### config.mk
export PLATFORM = sky130hd
export DESIGN_NAME = ps2_mouse_packet_decoder_flat
export DESIGN_NICKNAME = d
export VERILOG_FILES = /design/src/design/ps2md_pkg.sv /design/src/design/ps2md_if.sv /design/src/design/ps2md_in_reg.sv /design/src/design/ps2md_decode.sv /design/src/design/ps2_mouse_packet_decoder.sv /design/src/flat_wrapper.sv
export SDC_FILE = /design/constraint.sdc
export NUM_CORES = 1
export LEC_CHECK = 0
export BUFFER_PORTS_ARGS = -buffer_cell sky130_fd_sc_hd__buf_2
export CORE_ASPECT_RATIO = 1.5
export CORE_MARGIN = 2
export CORE_UTILIZATION = 53
export CTS_CLUSTER_DIAMETER = 30
export CTS_CLUSTER_SIZE = 12
export DETAILED_ROUTE_END_ITERATION = 10
export GPL_ROUTABILITY_DRIVEN = 0
export HOLD_SLACK_MARGIN = 0.08
export PLACE_DENSITY = 0.81
export SYNTH_ARGS = -nofsm -noshare
export SYNTH_HDL_FRONTEND = slang
export SYNTH_SLANG_ARGS = --single-unit
### constraint.sdc
create_clock -name clock -period 4.6 [get_ports clock]
set_input_delay 1.15 -clock clock [delete_from_list [all_inputs] [get_ports clock]]
set_output_delay 1.15 -clock clock [all_outputs]
set_load 0.005 [all_outputs]
### src/design/ps2md_pkg.sv
`default_nettype none

package ps2md_pkg;

   localparam int unsigned BYTE_W = 8;
   localparam int unsigned TIME_W = 32;
   localparam int unsigned GAP_W = 16;
   localparam int unsigned BTN_W = 3;

   localparam logic [GAP_W-1:0] GAP_TIMEOUT_RESET = 16'd20;

   localparam logic [BYTE_W-1:0] CONNECT_HEADER = 8'hAA;
   localparam logic [BYTE_W-1:0] CONNECT_ID = 8'h00;
   localparam logic [BYTE_W-1:0] BYTE_MID = 8'h80;
   localparam logic [BYTE_W-1:0] SAT_POS = 8'h7F;
   localparam logic [BYTE_W-1:0] SAT_NEG = 8'h80;
   localparam logic [BTN_W-1:0] BTN_INVERT = 3'b111;

   localparam int unsigned HDR_LEFT_BIT = 0;
   localparam int unsigned HDR_MID_BIT = 2;
   localparam int unsigned HDR_RIGHT_BIT = 1;
   localparam int unsigned HDR_SIGN_X_BIT = 4;
   localparam int unsigned HDR_SIGN_Y_BIT = 5;

   typedef struct packed {
      logic              cmd;
      logic [BYTE_W-1:0] data_byte;
      logic [TIME_W-1:0] arrival_time;
   } req_type;

   typedef struct packed {
      logic              packet_ready;
      logic              connect_seen;
      logic [BTN_W-1:0]  buttons;
      logic [BYTE_W-1:0] delta_x;
      logic [BYTE_W-1:0] delta_y;
      logic [BYTE_W-1:0] raw_first;
      logic [BYTE_W-1:0] raw_second;
      logic [BYTE_W-1:0] raw_third;
   } rsp_type;

endpackage

`default_nettype wire

### src/design/ps2md_if.sv
`default_nettype none

interface ps2md_req_if;
   logic                            valid;
   logic                            ready;
   logic                            cmd;
   logic [ps2md_pkg::BYTE_W-1:0]    data_byte;
   logic [ps2md_pkg::TIME_W-1:0]    arrival_time;

   modport source (output valid, output cmd, output data_byte, output arrival_time,
                   input ready);
   modport sink (input valid, input cmd, input data_byte, input arrival_time,
                 output ready);
endinterface

interface ps2md_rsp_if;
   logic                                  valid;
   logic                                  ready;
   logic                                  packet_ready;
   logic                                  connect_seen;
   logic [ps2md_pkg::BTN_W-1:0]           buttons;
   logic signed [ps2md_pkg::BYTE_W-1:0]   delta_x;
   logic signed [ps2md_pkg::BYTE_W-1:0]   delta_y;
   logic [ps2md_pkg::BYTE_W-1:0]          raw_first;
   logic [ps2md_pkg::BYTE_W-1:0]          raw_second;
   logic [ps2md_pkg::BYTE_W-1:0]          raw_third;

   modport source (output valid, output packet_ready, output connect_seen,
                   output buttons, output delta_x, output delta_y,
                   output raw_first, output raw_second, output raw_third,
                   input ready);
   modport sink (input valid, input packet_ready, input connect_seen,
                 input buttons, input delta_x, input delta_y,
                 input raw_first, input raw_second, input raw_third,
                 output ready);
endinterface

`default_nettype wire

### src/design/ps2md_in_reg.sv
`default_nettype none

module ps2md_in_reg (
   input  wire logic               clock,
   input  wire logic               reset,
   input  wire logic               in_valid,
   output      logic               in_ready,
   input  wire ps2md_pkg::req_type in_item,
   input  wire logic               advance,
   output      logic               item_valid,
   output      ps2md_pkg::req_type item
);

   logic               valid_ff;
   logic               valid_in;
   ps2md_pkg::req_type item_ff;
   logic               accept;

   assign in_ready = !reset && (!valid_ff || advance);
   assign accept = in_valid && in_ready;
   assign valid_in = accept || (valid_ff && !advance);

   always_ff @(posedge clock) begin
      if (reset) begin
         valid_ff <= 1'b0;
      end else begin
         valid_ff <= valid_in;
      end
   end

   // hold payload until the next item is taken
   always_ff @(posedge clock) begin
      if (accept) begin
         item_ff <= in_item;
      end
   end

   assign item_valid = valid_ff;
   assign item = item_ff;

endmodule

`default_nettype wire

### src/design/ps2md_decode.sv
`default_nettype none

module ps2md_decode (
   input  wire logic                          clock,
   input  wire logic                          reset,
   input  wire logic                          advance,
   input  wire ps2md_pkg::req_type            item,
   input  wire logic [ps2md_pkg::GAP_W-1:0]   gap_timeout,
   output      ps2md_pkg::rsp_type            result
);

   typedef enum logic [1:0] {
      PH_HEADER,
      PH_XBYTE,
      PH_YBYTE,
      PH_HOLD
   } phase_type;

   phase_type                        phase_ff, phase_in, phase_eff;
   logic [ps2md_pkg::TIME_W-1:0]     last_time_ff, last_time_in;
   logic [ps2md_pkg::BYTE_W-1:0]     held_header_ff, held_header_in;
   logic [ps2md_pkg::BYTE_W-1:0]     held_xbyte_ff, held_xbyte_in;
   logic [ps2md_pkg::BTN_W-1:0]      held_buttons_ff, held_buttons_in;
   logic [ps2md_pkg::BYTE_W-1:0]     held_dx_ff, held_dx_in;
   logic                             sign_x_ff, sign_x_in;
   logic                             sign_y_ff, sign_y_in;
   logic [ps2md_pkg::TIME_W-1:0]     elapsed;
   logic                             timed_out;
   logic [ps2md_pkg::BYTE_W-1:0]     c;
   logic [ps2md_pkg::BYTE_W-1:0]     neg_c;
   logic [ps2md_pkg::BYTE_W-1:0]     dy;

   assign c = item.data_byte;
   assign neg_c = ps2md_pkg::BYTE_W'(0) - c;
   assign elapsed = item.arrival_time - last_time_ff;
   assign timed_out = elapsed > {{(ps2md_pkg::TIME_W - ps2md_pkg::GAP_W){1'b0}}, gap_timeout};

   always_comb begin
      phase_in = phase_ff;
      last_time_in = last_time_ff;
      held_header_in = held_header_ff;
      held_xbyte_in = held_xbyte_ff;
      held_buttons_in = held_buttons_ff;
      held_dx_in = held_dx_ff;
      sign_x_in = sign_x_ff;
      sign_y_in = sign_y_ff;
      result = '0;
      dy = '0;
      phase_eff = phase_ff;

      if (item.cmd) begin
         phase_in = PH_HEADER;
      end else begin
         last_time_in = item.arrival_time;
         // drop a partial packet after a long gap
         if (timed_out && (phase_ff == PH_XBYTE || phase_ff == PH_YBYTE)) begin
            phase_eff = PH_HEADER;
         end
         unique case (phase_eff)
            PH_HEADER: begin
               held_header_in = c;
               held_buttons_in = {c[ps2md_pkg::HDR_LEFT_BIT], c[ps2md_pkg::HDR_MID_BIT],
                                  c[ps2md_pkg::HDR_RIGHT_BIT]} ^ ps2md_pkg::BTN_INVERT;
               sign_x_in = c[ps2md_pkg::HDR_SIGN_X_BIT];
               sign_y_in = c[ps2md_pkg::HDR_SIGN_Y_BIT];
               phase_in = PH_XBYTE;
            end
            PH_XBYTE: begin
               held_xbyte_in = c;
               if (held_header_ff == ps2md_pkg::CONNECT_HEADER &&
                   c == ps2md_pkg::CONNECT_ID) begin
                  phase_in = PH_HOLD;
                  result.connect_seen = 1'b1;
               end else begin
                  if (sign_x_ff) begin
                     held_dx_in = c[ps2md_pkg::BYTE_W-1] ? c : ps2md_pkg::SAT_NEG;
                  end else begin
                     held_dx_in = c[ps2md_pkg::BYTE_W-1] ? ps2md_pkg::SAT_POS : c;
                  end
                  phase_in = PH_YBYTE;
               end
            end
            PH_YBYTE: begin
               if (sign_y_ff) begin
                  dy = (c > ps2md_pkg::BYTE_MID) ? neg_c : ps2md_pkg::SAT_POS;
               end else begin
                  dy = (c < ps2md_pkg::BYTE_MID) ? neg_c : ps2md_pkg::SAT_NEG;
               end
               phase_in = PH_HEADER;
               result.packet_ready = 1'b1;
               result.buttons = held_buttons_ff;
               result.delta_x = held_dx_ff;
               result.delta_y = dy;
               result.raw_first = held_header_ff;
               result.raw_second = held_xbyte_ff;
               result.raw_third = c;
            end
            PH_HOLD: begin
               phase_in = PH_HOLD;
            end
            default: begin
               phase_in = PH_HEADER;
            end
         endcase
      end
   end

   always_ff @(posedge clock) begin
      if (reset) begin
         phase_ff <= PH_HEADER;
         last_time_ff <= '0;
         held_header_ff <= '0;
         held_xbyte_ff <= '0;
         held_buttons_ff <= '0;
         held_dx_ff <= '0;
         sign_x_ff <= 1'b0;
         sign_y_ff <= 1'b0;
      end else if (advance) begin
         phase_ff <= phase_in;
         last_time_ff <= last_time_in;
         held_header_ff <= held_header_in;
         held_xbyte_ff <= held_xbyte_in;
         held_buttons_ff <= held_buttons_in;
         held_dx_ff <= held_dx_in;
         sign_x_ff <= sign_x_in;
         sign_y_ff <= sign_y_in;
      end
   end

endmodule

`default_nettype wire

### src/design/ps2_mouse_packet_decoder.sv
// PS/2 mouse packet decoder.
// req_chan carries one received byte per item (cmd, data_byte, arrival_time);
// cmd set releases a connect hold and restarts at the header byte.
// rsp_chan returns exactly one item per request item: a finished movement
// packet, the connect flag, or all zeros when the byte completed nothing.
// csr_wr_en/csr_wr_data write the 16-bit gap timeout; write only while idle.
// An accepted request item is captured in the input register, then decoded
// into the response register.
// Throughput: one item per cycle while rsp_chan is not stalled, set by the
// combinational decode between the two registers.
// A stalled response holds in the response register; the input register
// still takes one more item, and req_chan.ready drops only when both are full.
// Reset: parser returns to the header byte, held bytes and last arrival time
// clear to zero, gap timeout returns to 20 ticks, both channels empty;
// req_chan.ready stays low while reset is high.
`default_nettype none

module ps2_mouse_packet_decoder (
   input  wire logic                          clock,
   input  wire logic                          reset,
   ps2md_req_if.sink                          req_chan,
   ps2md_rsp_if.source                        rsp_chan,
   input  wire logic                          csr_wr_en,
   input  wire logic [ps2md_pkg::GAP_W-1:0]   csr_wr_data
);

   logic [ps2md_pkg::GAP_W-1:0] gap_timeout_ff;
   ps2md_pkg::req_type          req_item;
   ps2md_pkg::req_type          stage_item;
   logic                        stage_valid;
   logic                        advance;
   ps2md_pkg::rsp_type          decoded;
   ps2md_pkg::rsp_type          rsp_data_ff;
   logic                        rsp_valid_ff, rsp_valid_in;

   always_ff @(posedge clock) begin
      if (reset) begin
         gap_timeout_ff <= ps2md_pkg::GAP_TIMEOUT_RESET;
      end else if (csr_wr_en) begin
         gap_timeout_ff <= csr_wr_data;
      end
   end

   assign req_item.cmd = req_chan.cmd;
   assign req_item.data_byte = req_chan.data_byte;
   assign req_item.arrival_time = req_chan.arrival_time;

   ps2md_in_reg u_in_reg (
      .clock      (clock),
      .reset      (reset),
      .in_valid   (req_chan.valid),
      .in_ready   (req_chan.ready),
      .in_item    (req_item),
      .advance    (advance),
      .item_valid (stage_valid),
      .item       (stage_item)
   );

   ps2md_decode u_decode (
      .clock       (clock),
      .reset       (reset),
      .advance     (advance),
      .item        (stage_item),
      .gap_timeout (gap_timeout_ff),
      .result      (decoded)
   );

   assign advance = stage_valid && (!rsp_valid_ff || rsp_chan.ready);
   assign rsp_valid_in = advance || (rsp_valid_ff && !rsp_chan.ready);

   always_ff @(posedge clock) begin
      if (reset) begin
         rsp_valid_ff <= 1'b0;
      end else begin
         rsp_valid_ff <= rsp_valid_in;
      end
   end

   always_ff @(posedge clock) begin
      if (advance) begin
         rsp_data_ff <= decoded;
      end
   end

   assign rsp_chan.valid = rsp_valid_ff;
   assign rsp_chan.packet_ready = rsp_data_ff.packet_ready;
   assign rsp_chan.connect_seen = rsp_data_ff.connect_seen;
   assign rsp_chan.buttons = rsp_data_ff.buttons;
   assign rsp_chan.delta_x = rsp_data_ff.delta_x;
   assign rsp_chan.delta_y = rsp_data_ff.delta_y;
   assign rsp_chan.raw_first = rsp_data_ff.raw_first;
   assign rsp_chan.raw_second = rsp_data_ff.raw_second;
   assign rsp_chan.raw_third = rsp_data_ff.raw_third;

endmodule

`default_nettype wire
### src/flat_wrapper.sv
// flat-port wrapper written by rule: the top's interface ports become plain ports
module ps2_mouse_packet_decoder_flat 
  (clock, reset, csr_wr_en, csr_wr_data, req_chan_valid, req_chan_cmd, req_chan_data_byte, req_chan_arrival_time, req_chan_ready, rsp_chan_valid, rsp_chan_packet_ready, rsp_chan_connect_seen, rsp_chan_buttons, rsp_chan_delta_x, rsp_chan_delta_y, rsp_chan_raw_first, rsp_chan_raw_second, rsp_chan_raw_third, rsp_chan_ready);
  ps2md_req_if req_chan_i ();
  ps2md_rsp_if rsp_chan_i ();
  input  wire logic clock;
  input  wire logic reset;
  input  wire logic csr_wr_en;
  input  wire logic [ps2md_pkg::GAP_W-1:0] csr_wr_data;
  input wire logic [$bits(req_chan_i.valid)-1:0] req_chan_valid;
  input wire logic [$bits(req_chan_i.cmd)-1:0] req_chan_cmd;
  input wire logic [$bits(req_chan_i.data_byte)-1:0] req_chan_data_byte;
  input wire logic [$bits(req_chan_i.arrival_time)-1:0] req_chan_arrival_time;
  output wire logic [$bits(req_chan_i.ready)-1:0] req_chan_ready;
  output wire logic [$bits(rsp_chan_i.valid)-1:0] rsp_chan_valid;
  output wire logic [$bits(rsp_chan_i.packet_ready)-1:0] rsp_chan_packet_ready;
  output wire logic [$bits(rsp_chan_i.connect_seen)-1:0] rsp_chan_connect_seen;
  output wire logic [$bits(rsp_chan_i.buttons)-1:0] rsp_chan_buttons;
  output wire logic [$bits(rsp_chan_i.delta_x)-1:0] rsp_chan_delta_x;
  output wire logic [$bits(rsp_chan_i.delta_y)-1:0] rsp_chan_delta_y;
  output wire logic [$bits(rsp_chan_i.raw_first)-1:0] rsp_chan_raw_first;
  output wire logic [$bits(rsp_chan_i.raw_second)-1:0] rsp_chan_raw_second;
  output wire logic [$bits(rsp_chan_i.raw_third)-1:0] rsp_chan_raw_third;
  input wire logic [$bits(rsp_chan_i.ready)-1:0] rsp_chan_ready;
  assign req_chan_i.valid = req_chan_valid;
  assign req_chan_i.cmd = req_chan_cmd;
  assign req_chan_i.data_byte = req_chan_data_byte;
  assign req_chan_i.arrival_time = req_chan_arrival_time;
  assign req_chan_ready = req_chan_i.ready;
  assign rsp_chan_valid = rsp_chan_i.valid;
  assign rsp_chan_packet_ready = rsp_chan_i.packet_ready;
  assign rsp_chan_connect_seen = rsp_chan_i.connect_seen;
  assign rsp_chan_buttons = rsp_chan_i.buttons;
  assign rsp_chan_delta_x = rsp_chan_i.delta_x;
  assign rsp_chan_delta_y = rsp_chan_i.delta_y;
  assign rsp_chan_raw_first = rsp_chan_i.raw_first;
  assign rsp_chan_raw_second = rsp_chan_i.raw_second;
  assign rsp_chan_raw_third = rsp_chan_i.raw_third;
  assign rsp_chan_i.ready = rsp_chan_ready;
  ps2_mouse_packet_decoder u_core (.clock(clock), .reset(reset), .req_chan(req_chan_i), .rsp_chan(rsp_chan_i), .csr_wr_en(csr_wr_en), .csr_wr_data(csr_wr_data));
endmodule
==> flow_summary.yaml <==
timing:
  finalCritPeriodShare_pct: 97.7
  worst_pin_slew_ns: 1.04
  hold_slack_ns: 0.454
  slew_headroom_pct: 30.8
  finalSetupViolations: 0
  final-hold-violation-count: 0
  fmax_ghz: 0.222
  period_needed_ns: 4.50
  maxSlewViolCount: 0
  rsz0062_at_grt: "true"
  clock_skew_ns: 0.0118
  setup_tns_ns: 0
  worst_slack_ns: 0.105
grt:
  grtUsageTotal_pct: 24.9
  grt-ovfl-total: 0
  grt_max_degree: 60
  antenna_found_initial: 0
  grt_pass1_wl_mm: 33.7
  first_global_vias: 7184
layout:
  finish.utilization_pct: 65.8
  layout-drive-gt1-share_pct: 25.7
  fin_nets: 1172
  antenna_cells: 0
  synthToLayoutAreaGrowth_pct: 21.8
clock_network:
  clk_latency_ns: 0.44
  htreeDepth: 4
  hold_buffers: 0
  cts_root_buffer: "clkbuf_16"
  path_clk_slew_ns: 0.07
  numCtsBuffers: 17
  cts_tree: "built"
  clockBufferDepth: 2
  cts.sinks: 165
placed_design:
  numPortBuffers: 108
  pre_cts_ws_ns: -0.0857
  place_hpwl_mm: 14.3
drt:
  wire_per_inst_um: 16.8
  drcViolationCount: 0
  via_per_inst: 5.73
  num_vias: 7322
  ant_nets: 0
  wirelength_mm: 21.4
  drt_iter0_markers: 532
  dr.pass1.iters: 5
setup_path:
  timing.rr.end: "u_core.rsp_chan.buttons[1]$_SDFFCE_PP0P_"
  startpoint: "u_core.u_in_reg.item[1]$_DFFE_PP_"
  rr_worst_depth: 25
  start_kind: "flip-flop"
  r2r_setup_slack_ns: 0.10
  criticalPathCategory: "flip-flop to flip-flop"
  crit_arrival_ns: 4.81
  crit_end: "u_core.rsp_chan.buttons[1]$_SDFFCE_PP0P_"
  cp-end-kind: "flip-flop"
  critical_path_peak_fanout: 5
  worstPathRequired_ns: 4.91
  r2r-start: "u_core.u_in_reg.item[1]$_DFFE_PP_"
pwr:
  combPwrFrac_pct: 14.4
  leakage_nw: 4.11
  ir_drop_mv: 0.235
  power.share.switching_pct: 26.7
  power.total_mw: 3.45
  power.share.clock_pct: 38.1
  switchingPower_mw: 0.923
  pwr-share-seq_pct: 47.5
  powerDensity_mw_per_mm2: 324
  internal-power_mw: 2.53
synth:
  syn_area_sq_mm: 0.00874
  yosys_warnings: 0
  ys_seq_area_share_pct: 47.6
  synthCells: 928
  synth_flop_cell: "edfxtp_1"
  yosys.cell_types.count: 67
  synth.ff_latch_count: 165
  syn-num-nets: 1041
  synth_area_per_cell_sq_um: 9.42
  synth-edff-count: 86
  async_flop_share_pct: 0
job:
  maxCapViolCount: 0
floorplanning:
  io_pins: 109
  core_area_sq_mm: 0.0162
  placementRows: 57
  die_x_um: 109
  die_h_um: 161
  dieArea_sq_mm: 0.0176
  start_util_pct: 54.0
worst_hold_path:
  hold_class: "flip-flop to flip-flop"
  hp-start: "u_core.u_decode.last_time_ff[19]$_SDFFE_PP0P_"
status:
  outcome: "finished, final reports clean"
==> worst max-delay path, stage by stage (launching register included) <==
cell       delay [ns]
edfxtp_1         0.40
ha_1             0.30
nor2b_4          0.13
o2111ai_2        0.21
nand2_2          0.10
nand2_2          0.09
nand2b_1         0.07
a21oi_2          0.16
nor2b_1          0.07
o21a_1           0.17
nor2_1           0.11
xnor2_1          0.13
ha_1             0.27
a21oi_2          0.12
o21a_1           0.14
o221ai_2         0.11
o31ai_2          0.27
o2111a_1         0.22
o2111ai_2        0.14
nor4_4           0.21
a21oi_2          0.12
nor4b_4          0.25
buf_6            0.20
buf_6            0.12
buf_6            0.12
and2_4           0.13
==> layout by cell type (no fill, tap or decap), types with 7 or more instances in the layout <==
| cell type | instances |
|---|---|
| a21o_1 | 8 |
| a21oi_1 | 88 |
| a31o_2 | 12 |
| and2_1 | 18 |
| and2_4 | 22 |
| and3_1 | 8 |
| buf_2 | 108 |
| buf_4 | 43 |
| clkbuf_16 | 17 |
| dfxtp_1 | 79 |
| edfxtp_1 | 86 |
| ha_1 | 45 |
| inv_1 | 67 |
| mux2i_1 | 16 |
| nand2_1 | 121 |
| nand2b_1 | 8 |
| nand3_1 | 12 |
| nand4_1 | 21 |
| nor2_1 | 46 |
| nor2b_1 | 7 |
| nor3_1 | 19 |
| o211ai_1 | 10 |
| o21a_1 | 12 |
| o21ai_0 | 38 |
| or3_1 | 8 |
| xnor2_1 | 11 |
| xor2_1 | 8 |
==> cell families after synthesis <==
| logic type | count (synthesis) | synth area share [%] |
|---|---|---|
| fa+ha+maj | 53 | 7.61 |
| compound gates | 235 | 17.6 |
| simple gates | 321 | 18.0 |
| xor+xnor | 20 | 2.00 |
| flops | 165 | 47.6 |
| mux | 17 | 1.96 |
| buf+inv | 117 | 5.15 |
==> sequential cells by signal, summed over array words and instances, names as in the netlist <==
signal / cells
u_core.rsp_chan.connect_seen: 1
u_core.u_in_reg.item: 41
u_core.rsp_chan.raw_third: 8
u_core.u_decode.last_time_ff: 32
u_core.rsp_chan.packet_ready: 1
u_core.u_decode.held_dx_ff: 8
u_core.u_decode.held_header_ff: 8
u_core.rsp_chan.raw_second: 8
u_core.rsp_chan.buttons: 3
u_core.u_decode.held_buttons_ff: 3
u_core.rsp_chan.delta_x: 8
u_core.u_decode.phase_ff: 2
u_core.rsp_chan.delta_y: 8
u_core.u_in_reg.item_valid: 1
u_core.u_decode.held_xbyte_ff: 8
u_core.rsp_chan.valid: 1
u_core.gap_timeout_ff: 16
u_core.rsp_chan.raw_first: 8
==> layer usage <==
layer  up-vias  global-route usage [%]  part of all wire (%)
li1       3568                       -                     -
met1      3396                    26.0                    37
met2       280                    44.8                    53
met3        78                    4.96                   5.4
met4         0                    14.9                   5.0
met5         -                       0                     0
==> worst min path at each step <==
stage                                                                to  depth (start not counted)
after floorplan           u_core.u_decode.last_time_ff[10]$_SDFFE_PP0P_                          2
after global placement    u_core.u_decode.last_time_ff[18]$_SDFFE_PP0P_                          2
after detailed placement  u_core.u_decode.last_time_ff[24]$_SDFFE_PP0P_                          2
after CTS                 u_core.u_decode.last_time_ff[24]$_SDFFE_PP0P_                          2
after global routing       u_core.u_decode.last_time_ff[8]$_SDFFE_PP0P_                          2
final                     u_core.u_decode.last_time_ff[19]$_SDFFE_PP0P_                          2
==> cell usage after synthesis (6+ instances only) <==
cell type | number | share of area, %
a21o_1 | 8 | 0.69
nor2b_1 | 8 | 0.57
nand4_1 | 21 | 1.5
dfxtp_1 | 79 | 18
o211ai_1 | 10 | 0.86
nand3_1 | 12 | 0.69
nor2_1 | 47 | 2.0
a21oi_1 | 95 | 5.4
nand2b_1 | 9 | 0.64
edfxtp_1 | 86 | 30
nand2_1 | 126 | 5.4
and3_1 | 8 | 0.57
a31o_2 | 12 | 1.2
nor3_1 | 20 | 1.1
and2_1 | 41 | 2.9
xor2_1 | 8 | 0.80
o21a_1 | 12 | 1.0
inv_1 | 68 | 2.9
a21boi_1 | 6 | 0.52
xnor2_1 | 12 | 1.2
mux2i_1 | 16 | 1.8
ha_1 | 50 | 7.2
clkbuf_1 | 37 | 1.6
o2111ai_1 | 7 | 0.70
o21ai_0 | 42 | 2.4
or3_1 | 8 | 0.57
a211oi_1 | 6 | 0.52
buf_2 | 6 | 0.34
==> power groups by stage <==
stage                     Sequential (mW)  Clock (mW)  Combinational, mW
after detailed placement             1.67           0              0.443
after global routing                 1.64        1.40              0.551
final                                1.64        1.32              0.499
after global placement               1.67           0              0.435
after CTS                            1.64        1.34              0.473
after floorplan                      1.66           0              0.304
==> per-stage QoR <==
stage,instances,instance area [sq um]
after floorplan,928,8740
after global placement,1225,9600
after detailed placement,1225,9600
after CTS,1277,10500
after global routing,1278,10600
final,1278,10600
==> timing repair <==
action	CTS	global route
gates resized for setup	36	46
gates cloned	5	0
setup buffers	16	4
endpoints found under the setup margin	52	74
pin swaps	33	33
==> cell type report <==
cell class	count	area, sq um
inverters	69	259
clock buffers	21	450
repair buffers	160	998
well taps	206	258
multi-input cells	646	4430
fillers	1220	5540
flip-flops and latches	165	4160
clock inverters	11	92.6
Power figures use the tool's default switching activity.
